--- config.mk ---
export PLATFORM = sky130hd
export DESIGN_NAME = i2c_master_bit_sequencer_flat
export DESIGN_NICKNAME = d
export VERILOG_FILES = /design/src/design/i2cms_pkg.sv /design/src/design/i2cms_cmd_if.sv /design/src/design/i2cms_phase_if.sv /design/src/design/i2c_master_bit_sequencer.sv /design/src/design/i2cms_ucode_rom.sv /design/src/flat_wrapper.sv
export SDC_FILE = /design/constraint.sdc
export NUM_CORES = 1
export LEC_CHECK = 0
export BUFFER_PORTS_ARGS = -buffer_cell sky130_fd_sc_hd__buf_2
export CAP_MARGIN = 30
export CELL_PAD_IN_SITES_DETAIL_PLACEMENT = 1
export CELL_PAD_IN_SITES_GLOBAL_PLACEMENT = 2
export CORE_ASPECT_RATIO = 1.4
export CORE_UTILIZATION = 34
export DETAILED_ROUTE_END_ITERATION = 16
export GPL_TIMING_DRIVEN = 0
export PLACE_DENSITY_LB_ADDON = 0.2
export SLEW_MARGIN = 10
export SYNTH_ARGS = -nofsm -noshare
export SYNTH_HDL_FRONTEND = slang
export SYNTH_SLANG_ARGS = --single-unit
--- constraint.sdc ---
create_clock -name clk -period 2.3 [get_ports clk]
set_input_delay 0.115 -clock clk [delete_from_list [all_inputs] [get_ports clk]]
set_output_delay 0.115 -clock clk [all_outputs]
set_load 0.05 [all_outputs]
--- src/design/i2cms_pkg.sv ---
// i2cms_pkg: types, codes and microcode layout shared by the I2C master bit sequencer.
// No dependencies; the sequencer, the microcode ROM and the bench import this package.
package i2cms_pkg;

    localparam int PC_W        = 5;
    localparam int CYC_W       = 16;
    localparam int BYTE_W      = 8;
    localparam int BIT_CNT_W   = 3;
    localparam logic [CYC_W-1:0]     PHASE_CYCLES_RST = 16'd720;
    localparam logic [BIT_CNT_W-1:0] LAST_BIT         = 3'd7;
    localparam logic [PC_W-1:0]      LOOP_BACK        = 5'd2;

    typedef enum logic [2:0] {
        OP_START    = 3'd0,
        OP_STOP     = 3'd1,
        OP_WRITE    = 3'd2,
        OP_READ     = 3'd3,
        OP_SEND_ACK = 3'd4,
        OP_READ_ACK = 3'd5
    } op_t;

    // Microcode entry points
    localparam logic [PC_W-1:0] UC_START    = 5'd0;
    localparam logic [PC_W-1:0] UC_STOP     = 5'd4;
    localparam logic [PC_W-1:0] UC_WRITE    = 5'd7;
    localparam logic [PC_W-1:0] UC_READ     = 5'd10;
    localparam logic [PC_W-1:0] UC_SEND_ACK = 5'd13;
    localparam logic [PC_W-1:0] UC_READ_ACK = 5'd16;

    typedef enum logic [1:0] {
        SCL_KEEP,
        SCL_LO,
        SCL_HI
    } scl_op_t;

    typedef enum logic [2:0] {
        SDA_KEEP,
        SDA_LO,
        SDA_HI,
        SDA_TX,
        SDA_ACK
    } sda_op_t;

    // One control word per bus phase
    typedef struct packed {
        scl_op_t scl;
        sda_op_t sda;
        logic    sample;
        logic    loop;      // jump back two steps until the eighth bit
        logic    fin;       // final phase of the command
        logic    emit_rx;
        logic    emit_ack;
    } ucode_t;

    typedef enum logic [1:0] {
        ST_IDLE,
        ST_EXEC,
        ST_HOLD
    } seq_state_t;

endpackage

--- src/design/i2cms_cmd_if.sv ---
// i2cms_cmd_if: command channel of the I2C master bit sequencer.
// Depends on nothing; valid/ready handshake with the command payload.
interface i2cms_cmd_if;
    logic       valid;
    logic       ready;
    logic [2:0] op;
    logic [7:0] tx_byte;
    logic       ack_out;
    logic [7:0] sda_samples;

    modport source (output valid, op, tx_byte, ack_out, sda_samples, input ready);
    modport sink   (input valid, op, tx_byte, ack_out, sda_samples, output ready);
endinterface

--- src/design/i2cms_phase_if.sv ---
// i2cms_phase_if: per-phase result channel of the I2C master bit sequencer.
// Depends on nothing; valid/ready handshake with one bus phase word.
interface i2cms_phase_if;
    logic       valid;
    logic       ready;
    logic       scl_out;
    logic       sda_out;
    logic       sample_now;
    logic       last;
    logic [7:0] rx_byte;
    logic       ack_in;

    modport source (output valid, scl_out, sda_out, sample_now, last, rx_byte, ack_in,
                    input ready);
    modport sink   (input valid, scl_out, sda_out, sample_now, last, rx_byte, ack_in,
                    output ready);
endinterface

--- src/design/i2c_master_bit_sequencer.sv ---
// i2c_master_bit_sequencer: top level, microcoded bit-level I2C master.
// Depends on i2cms_pkg, i2cms_cmd_if, i2cms_phase_if and i2cms_ucode_rom.
//
// One command word is taken at a time and turned into its run of bus phase words
// (start 4, stop 3, write/read byte 24, send ack 3, read ack 4), each naming the SCL
// and SDA levels to drive. A step counter walks a microprogram ROM, one control word
// per phase; byte commands loop over three steps eight times. Each phase is executed
// in ST_EXEC and then held in ST_HOLD while a counter loaded from phase_cycles runs down
// (0 acts as 1), and the next phase waits until the previous phase word has left the
// output register. Unused op codes are accepted and give no phase words. SCL and SDA
// levels persist between commands and come out of reset released (1).
module i2c_master_bit_sequencer
    import i2cms_pkg::*;
(
    input  logic                clk,
    input  logic                rst_n,
    input  logic                cfg_we,
    input  logic [CYC_W-1:0]    cfg_wdata,
    i2cms_cmd_if.sink           cmd,
    i2cms_phase_if.source       phase
);

    seq_state_t             state_reg, state_next;
    logic [PC_W-1:0]        pc_reg, pc_next;
    logic [BIT_CNT_W-1:0]   bit_reg, bit_next;
    logic [CYC_W-1:0]       cnt_reg, cnt_next;
    logic [CYC_W-1:0]       phase_cycles_reg;
    logic                   done_reg, done_next;
    logic                   scl_reg, scl_next;
    logic                   sda_reg, sda_next;
    logic                   out_valid_reg, out_valid_next;
    logic [BYTE_W-1:0]      tx_reg, tx_next;
    logic [BYTE_W-1:0]      smp_reg, smp_next;
    logic                   ack_reg, ack_next;
    logic                   o_scl_reg, o_scl_next;
    logic                   o_sda_reg, o_sda_next;
    logic                   o_sample_reg, o_sample_next;
    logic                   o_last_reg, o_last_next;
    logic [BYTE_W-1:0]      o_rx_reg, o_rx_next;
    logic                   o_ack_reg, o_ack_next;

    ucode_t                 ctrl;
    logic                   slot_free;
    logic                   last_phase;
    logic                   lvl_scl, lvl_sda;

    i2cms_ucode_rom u_rom
    (
        .pc   (pc_reg),
        .ctrl (ctrl)
    );

    assign slot_free  = !out_valid_reg || phase.ready;
    assign last_phase = ctrl.fin || (ctrl.loop && bit_reg == LAST_BIT);

    always_comb
    begin
        case (ctrl.scl)
            SCL_LO:  lvl_scl = 1'b0;
            SCL_HI:  lvl_scl = 1'b1;
            default: lvl_scl = scl_reg;
        endcase
        case (ctrl.sda)
            SDA_LO:  lvl_sda = 1'b0;
            SDA_HI:  lvl_sda = 1'b1;
            SDA_TX:  lvl_sda = tx_reg[BYTE_W-1];
            SDA_ACK: lvl_sda = ack_reg;
            default: lvl_sda = sda_reg;
        endcase
    end

    always_comb
    begin
        state_next     = state_reg;
        pc_next        = pc_reg;
        bit_next       = bit_reg;
        cnt_next       = cnt_reg;
        done_next      = done_reg;
        scl_next       = scl_reg;
        sda_next       = sda_reg;
        tx_next        = tx_reg;
        smp_next       = smp_reg;
        ack_next       = ack_reg;
        out_valid_next = out_valid_reg && !phase.ready;
        o_scl_next     = o_scl_reg;
        o_sda_next     = o_sda_reg;
        o_sample_next  = o_sample_reg;
        o_last_next    = o_last_reg;
        o_rx_next      = o_rx_reg;
        o_ack_next     = o_ack_reg;
        cmd.ready      = 1'b0;

        case (state_reg)
            ST_IDLE:
            begin
                cmd.ready = 1'b1;
                if (cmd.valid)
                begin
                    tx_next   = cmd.tx_byte;
                    smp_next  = cmd.sda_samples;
                    ack_next  = cmd.ack_out;
                    bit_next  = '0;
                    done_next = 1'b0;
                    state_next = ST_EXEC;
                    case (op_t'(cmd.op))
                        OP_START:    pc_next = UC_START;
                        OP_STOP:     pc_next = UC_STOP;
                        OP_WRITE:    pc_next = UC_WRITE;
                        OP_READ:     pc_next = UC_READ;
                        OP_SEND_ACK: pc_next = UC_SEND_ACK;
                        OP_READ_ACK: pc_next = UC_READ_ACK;
                        default:     state_next = ST_IDLE;
                    endcase
                end
            end
            ST_EXEC:
            begin
                // wait for the output register, then drive this phase
                if (slot_free)
                begin
                    scl_next       = lvl_scl;
                    sda_next       = lvl_sda;
                    out_valid_next = 1'b1;
                    o_scl_next     = lvl_scl;
                    o_sda_next     = lvl_sda;
                    o_sample_next  = ctrl.sample;
                    o_last_next    = last_phase;
                    o_rx_next      = (ctrl.emit_rx && last_phase) ? smp_reg : '0;
                    o_ack_next     = ctrl.emit_ack ? smp_reg[BYTE_W-1] : 1'b0;
                    cnt_next       = phase_cycles_reg;
                    state_next     = ST_HOLD;
                    if (last_phase)
                    begin
                        done_next = 1'b1;
                    end
                    else if (ctrl.loop)
                    begin
                        pc_next  = pc_reg - LOOP_BACK;
                        bit_next = bit_reg + 1'b1;
                        tx_next  = {tx_reg[BYTE_W-2:0], 1'b0};
                    end
                    else
                    begin
                        pc_next = pc_reg + 1'b1;
                    end
                end
            end
            ST_HOLD:
            begin
                if (cnt_reg <= 16'd1)
                    state_next = done_reg ? ST_IDLE : ST_EXEC;
                else
                    cnt_next = cnt_reg - 1'b1;
            end
            default: state_next = ST_IDLE;
        endcase
    end

    always_ff @(posedge clk or negedge rst_n)
    begin
        if (!rst_n)
        begin
            state_reg        <= ST_IDLE;
            pc_reg           <= '0;
            bit_reg          <= '0;
            cnt_reg          <= '0;
            done_reg         <= 1'b0;
            scl_reg          <= 1'b1;
            sda_reg          <= 1'b1;
            out_valid_reg    <= 1'b0;
            phase_cycles_reg <= PHASE_CYCLES_RST;
        end
        else
        begin
            state_reg     <= state_next;
            pc_reg        <= pc_next;
            bit_reg       <= bit_next;
            cnt_reg       <= cnt_next;
            done_reg      <= done_next;
            scl_reg       <= scl_next;
            sda_reg       <= sda_next;
            out_valid_reg <= out_valid_next;
            if (cfg_we)
                phase_cycles_reg <= cfg_wdata;
        end
    end

    always_ff @(posedge clk)
    begin
        tx_reg       <= tx_next;
        smp_reg      <= smp_next;
        ack_reg      <= ack_next;
        o_scl_reg    <= o_scl_next;
        o_sda_reg    <= o_sda_next;
        o_sample_reg <= o_sample_next;
        o_last_reg   <= o_last_next;
        o_rx_reg     <= o_rx_next;
        o_ack_reg    <= o_ack_next;
    end

    assign phase.valid      = out_valid_reg;
    assign phase.scl_out    = o_scl_reg;
    assign phase.sda_out    = o_sda_reg;
    assign phase.sample_now = o_sample_reg;
    assign phase.last       = o_last_reg;
    assign phase.rx_byte    = o_rx_reg;
    assign phase.ack_in     = o_ack_reg;

endmodule

--- src/design/i2cms_ucode_rom.sv ---
// i2cms_ucode_rom: read-only microprogram, one control word per bus phase.
// Depends on i2cms_pkg for the control word layout and entry points.
module i2cms_ucode_rom
    import i2cms_pkg::*;
(
    input  logic [PC_W-1:0] pc,
    output ucode_t          ctrl
);

    always_comb
    begin
        ctrl = '{scl: SCL_KEEP, sda: SDA_KEEP, sample: 1'b0, loop: 1'b0,
                 fin: 1'b0, emit_rx: 1'b0, emit_ack: 1'b0};
        case (pc)
            // start
            5'd0:  ctrl.sda = SDA_HI;
            5'd1:  ctrl.scl = SCL_HI;
            5'd2:  ctrl.sda = SDA_LO;
            5'd3:
            begin
                ctrl.scl = SCL_LO;
                ctrl.fin = 1'b1;
            end
            // stop
            5'd4:  ctrl.sda = SDA_LO;
            5'd5:  ctrl.scl = SCL_HI;
            5'd6:
            begin
                ctrl.sda = SDA_HI;
                ctrl.fin = 1'b1;
            end
            // write byte, one bit per pass
            5'd7:  ctrl.sda = SDA_TX;
            5'd8:  ctrl.scl = SCL_HI;
            5'd9:
            begin
                ctrl.scl  = SCL_LO;
                ctrl.loop = 1'b1;
            end
            // read byte
            5'd10: ctrl.scl = SCL_HI;
            5'd11: ctrl.sample = 1'b1;
            5'd12:
            begin
                ctrl.scl     = SCL_LO;
                ctrl.loop    = 1'b1;
                ctrl.emit_rx = 1'b1;
            end
            // send ack
            5'd13: ctrl.sda = SDA_ACK;
            5'd14: ctrl.scl = SCL_HI;
            5'd15:
            begin
                ctrl.scl = SCL_LO;
                ctrl.fin = 1'b1;
            end
            // read ack
            5'd16: ctrl.sda = SDA_HI;
            5'd17: ctrl.scl = SCL_HI;
            5'd18: ctrl.sample = 1'b1;
            5'd19:
            begin
                ctrl.scl      = SCL_LO;
                ctrl.fin      = 1'b1;
                ctrl.emit_ack = 1'b1;
            end
            default: ctrl.fin = 1'b1;
        endcase
    end

endmodule

--- src/flat_wrapper.sv ---
// flat-port wrapper written by rule: the top's interface ports become plain ports
module i2c_master_bit_sequencer_flat import i2cms_pkg::*;
  (clk, rst_n, cfg_we, cfg_wdata, cmd_valid, cmd_op, cmd_tx_byte, cmd_ack_out, cmd_sda_samples, cmd_ready, phase_valid, phase_scl_out, phase_sda_out, phase_sample_now, phase_last, phase_rx_byte, phase_ack_in, phase_ready);
  i2cms_cmd_if cmd_i ();
  i2cms_phase_if phase_i ();
  input  logic clk;
  input  logic rst_n;
  input  logic cfg_we;
  input  logic [CYC_W-1:0] cfg_wdata;
  input wire logic [$bits(cmd_i.valid)-1:0] cmd_valid;
  input wire logic [$bits(cmd_i.op)-1:0] cmd_op;
  input wire logic [$bits(cmd_i.tx_byte)-1:0] cmd_tx_byte;
  input wire logic [$bits(cmd_i.ack_out)-1:0] cmd_ack_out;
  input wire logic [$bits(cmd_i.sda_samples)-1:0] cmd_sda_samples;
  output wire logic [$bits(cmd_i.ready)-1:0] cmd_ready;
  output wire logic [$bits(phase_i.valid)-1:0] phase_valid;
  output wire logic [$bits(phase_i.scl_out)-1:0] phase_scl_out;
  output wire logic [$bits(phase_i.sda_out)-1:0] phase_sda_out;
  output wire logic [$bits(phase_i.sample_now)-1:0] phase_sample_now;
  output wire logic [$bits(phase_i.last)-1:0] phase_last;
  output wire logic [$bits(phase_i.rx_byte)-1:0] phase_rx_byte;
  output wire logic [$bits(phase_i.ack_in)-1:0] phase_ack_in;
  input wire logic [$bits(phase_i.ready)-1:0] phase_ready;
  assign cmd_i.valid = cmd_valid;
  assign cmd_i.op = cmd_op;
  assign cmd_i.tx_byte = cmd_tx_byte;
  assign cmd_i.ack_out = cmd_ack_out;
  assign cmd_i.sda_samples = cmd_sda_samples;
  assign cmd_ready = cmd_i.ready;
  assign phase_valid = phase_i.valid;
  assign phase_scl_out = phase_i.scl_out;
  assign phase_sda_out = phase_i.sda_out;
  assign phase_sample_now = phase_i.sample_now;
  assign phase_last = phase_i.last;
  assign phase_rx_byte = phase_i.rx_byte;
  assign phase_ack_in = phase_i.ack_in;
  assign phase_i.ready = phase_ready;
  i2c_master_bit_sequencer u_core (.clk(clk), .rst_n(rst_n), .cfg_we(cfg_we), .cfg_wdata(cfg_wdata), .cmd(cmd_i), .phase(phase_i));
endmodule
==> summary.txt <==
Outcome
  – Status: complete, no violations

Critical path
  – Critical-path cell list: or4_4, nor4_4, nand3_2, a221o_1, mux2_1
  – RR Startpoint: u_core.cnt_reg[9]$_DFFE_PN0P_
  – Reg2reg setup slack: 0.08 ns
  – Worst path bufs/invs: 0
  – CP arrival: about 2.4 ns
  – FF-to-FF path depth: 5
  – Crit-path max cell delay: 0.58 ns
  – Setup CP Type: flop to flop
  – Max FO, Critical Path: 5
  – Critical Path RT: roughly 2.5 ns
  – Crit start category: flop
  – Critical Path Sink Type: flop
  – Slowest-stage cell, CP: or4_4
  – Cell family with most CP delay: simple AND/OR/NAND/NOR gates
  – R2r endpoint: u_core.state_reg[0]$_DFFE_PN0P_

Run
  – Max-cap violations: 0

Power
  – Pwr Total: between 7 and 8 mW
  – VDD IR max: between 0.5 and 0.6 mV
  – PwrDens: 1420 nW/um^2
  – Static leakage: 2.16 nW

Worst hold path
  – Min-delay src: cfg_wdata[5]
  – Hold Path Class: primary input to flop
  – Worst hold stages: 2
  – Hold Path End: u_core.phase_cycles_reg[5]$_DFFE_PN0P_

Yosys
  – Syn Nets: ~430
  – Mapped cell area: approximately 4000 um^2
  – Cells after synthesis: approximately 380
  – Synthesized flop and latch total: 76
  – Yosys synthesis warning count: 0
  – Count of cell types in the netlist: a little under 60
  – Async S/R FF share, synth: between 60% and 70%
  – Mapped Avg Cell Area: between 10 and 15 um^2
  – Post-synthesis sequential area ratio: between 50 and 60%
  – Most used flip-flop cell after synthesis: dfrtp_1
  – Post-synth EDFFs: 30

GRT
  – GRT Util Overall: 19.0%
  – Initial antenna violation count: 0
  – Grt met1 use: about a fifth
  – Met3 usage: about 4.1%
  – Vias in the first global route: 3551
  – Largest net degree at the start of global routing: 27
  – Total gr overflow: 0
  – Gr busiest metal: met2
  – First-pass GRT wire length: around 18 mm
  – M2 GR Usage: about 37%

Finish
  – Syn-to-layout area delta: 31.0%
  – ANT cells: 0
  – Nets: between 500 and 600
  – Post-layout util: between 40% and 50%
  – Design Area, Final: about 5300 um^2
  – Layout cells sized above 1: between 30% and 40%

STA
  – Fmax: approximately 0.45 GHz
  – Max Clock Skew: just under 0.008 ns
  – Max-slew headroom: 51.6%
  – Slew Limit Fails: 0
  – Fin. Hold Viols: 0
  – Setup ws final: 0.0768 ns
  – Setup violators final: 0
  – Final period utilization: 96.7%
  – Crit path time final: 2.22 ns
  – Worst Tran Pin Value: 0.726 ns

Die
  – Die area: 12300 um^2
  – Rows: 46
  – Die width: between 90 and 100 um
  – Initial core utilization: 35.3%
  – Core ar.: 11500 um^2
  – Vert. Die Dim: roughly 130 um
  – # IOs: 56

Clock network
  – Clock Latency Late Sink: 0.34 ns
  – Clock tree buffer depth: 2
  – Total CTS buffers: 9
  – Clock sink count: between 70 and 80
  – Clock-pin transition on the worst setup and hold timing paths: about 0.060 ns
  – CTS root buf: clkbuf_16
  – # H-tree levels: 3
  – CTS tree: yes

Placement
  – Placer Congestion: just over 0.8
  – Cell area after placement: about 4500 um^2
  – Pre-CTS setup slack: -0.701 ns
  – Number of buffer cells added on primary ports: 53
  – Post-detail-place hpwl: a little under 8 mm

Route
  – Routed vias/inst: between 5 and 6
  – Total number of vias: roughly 3300
  – Initial DRC count: between 80 and 90
  – WL/cell: about 18 um
  – TritonRoute pass-1 iters: 4
  – Post-Route WL: around 11 mm
  – # DRC: 0
  – ANT nets after route: 0
## power by group
group,internal (mW),switching (mW)
registers,1.98,0.364
clock network,1.07,0.588
logic,1.35,2.20
total,4.39,3.15
## metrics by stage
step,instances,TNS (ns),hold WS [ns]
2_1_floorplan,376,0,-0.181
3_3_place_gp,573,-11.64,0.294
3_5_place_dp,574,-12.22,0.219
4_1_cts,616,0,0.000670
5_1_grt,616,-0.00548,0.00184
6_report,616,0,0.00996
## synthesized netlist by cell type (all sizes together) (3+ instances only)
| master | count | area (um^2) |
|---|---|---|
| nor4 | 6 | 52.6 |
| nor2b | 7 | 43.8 |
| o21ai | 21 | 105 |
| nor3 | 14 | 70.1 |
| or4 | 4 | 37.5 |
| mux2 | 28 | 315 |
| a21oi | 17 | 85.1 |
| nand3 | 8 | 45.0 |
| and2 | 11 | 68.8 |
| mux2i | 9 | 90.1 |
| or3 | 3 | 18.8 |
| o211ai | 3 | 22.5 |
| a31oi | 6 | 37.5 |
| nand3b | 4 | 30.0 |
| nor2 | 22 | 82.6 |
| nand2b | 4 | 25.0 |
| a221oi | 3 | 26.3 |
| ha | 15 | 188 |
| and3 | 3 | 18.8 |
| a22oi | 7 | 52.6 |
| a2bb2oi | 3 | 26.3 |
| a311oi | 3 | 26.3 |
| a2111oi | 3 | 26.3 |
| inv | 18 | 67.6 |
| o22ai | 4 | 25.0 |
| edfxtp | 30 | 901 |
| nand2 | 28 | 105 |
| clkbuf | 16 | 60.1 |
| dfrtp | 40 | 1000 |
| dfstp | 6 | 158 |
## cells in the final DEF (no fill, tap or decap), types with 4 or more instances in the layout
| cell | netlist | routed |
|---|---|---|
| a21oi_1 | 17 | 17 |
| or4_4 | 2 | 4 |
| nand2b_1 | 4 | 4 |
| nor2b_1 | 7 | 5 |
| buf_4 | 0 | 11 |
| a31oi_1 | 6 | 4 |
| clkbuf_2 | 0 | 5 |
| nor2_1 | 22 | 19 |
| edfxtp_1 | 30 | 30 |
| nand3b_1 | 4 | 4 |
| and2_1 | 10 | 8 |
| ha_1 | 15 | 9 |
| nand3_1 | 7 | 7 |
| clkbuf_16 | 0 | 9 |
| mux2i_1 | 9 | 8 |
| mux2_2 | 27 | 27 |
| buf_2 | 1 | 54 |
| a22oi_1 | 7 | 7 |
| clkbuf_1 | 16 | 7 |
| inv_1 | 18 | 16 |
| nand2_1 | 28 | 28 |
| dlygate4sd3_1 | 0 | 19 |
| dfrtp_1 | 40 | 37 |
| nor3_1 | 14 | 14 |
| dfstp_2 | 6 | 6 |
| ha_2 | 0 | 4 |
| o21ai_0 | 19 | 19 |
## area by class of cell
cell class | instances | area, um^2
fill | 1273 | 6160
sequential | 76 | 2060
multi-input combinational | 264 | 2010
timing repair buffer | 84 | 566
clock buffer | 9 | 225
tap | 144 | 180
clock inverter | 7 | 121
inverter | 18 | 67.6
buffer | 14 | 60.1
## metal layers
metal / vias up / share of wire [%]
li1: 1583 / -
met1: 1631 / 38
met2: 61 / 57
met3: 20 / 2.7
met4: 0 / 2.8
met5: - / 0
## worst reg2reg max path, cell delays in order (launching register included)
cell and delay (ns):
dfrtp_1 0.37, or4_4 0.58, nor4_4 0.30, nand3_2 0.14, a221o_1 0.38, mux2_1 0.34
## how the worst max path moves through the flow
stage / from / end / slack, ns / depth (start not counted)
6_report: u_core.cnt_reg[9]$_DFFE_PN0P_ / u_core.state_reg[0]$_DFFE_PN0P_ / 0.08 / 5
5_1_grt: u_core.pc_reg[1]$_DFFE_PN0P_ / u_core.phase.rx_byte[0]$_SDFFCE_PN0P_ / -0.005 / 8
4_1_cts: u_core.state_reg[0]$_DFFE_PN0P_ / u_core.cnt_reg[12]$_DFFE_PN0P_ / 0.02 / 8
3_5_place_dp: u_core.pc_reg[1]$_DFFE_PN0P_ / u_core.phase.rx_byte[0]$_SDFFCE_PN0P_ / -0.70 / 7
3_3_place_gp: u_core.pc_reg[1]$_DFFE_PN0P_ / u_core.phase.rx_byte[7]$_SDFFCE_PN0P_ / -0.70 / 7
2_1_floorplan: u_core.pc_reg[1]$_DFFE_PN0P_ / u_core.tx_reg[0]$_SDFFCE_PP0P_ / 0.09 / 7
## timing repair
item,4_1_cts,5_1_grt
buffers inserted,7,5
setup endpoints to repair,41,37
hold buffers,19,0
pin swaps,7,8
gates resized for setup,28,17
endpoints found under the hold margin,38,0
## logic make-up after synthesis
kind of cell             Yosys count  share of synthesized area [%]
AO/OA/AOI/OAI                     87                           14.1
XOR/XNOR                           3                          0.650
adder cells (fa/ha/maj)           15                           4.64
buffers and inverters             36                           3.37
flip-flops                        76                           50.9
multiplexers                      37                           10.0
AND/OR/NAND/NOR                  122                           16.2
Power figures use the tool's default switching activity.
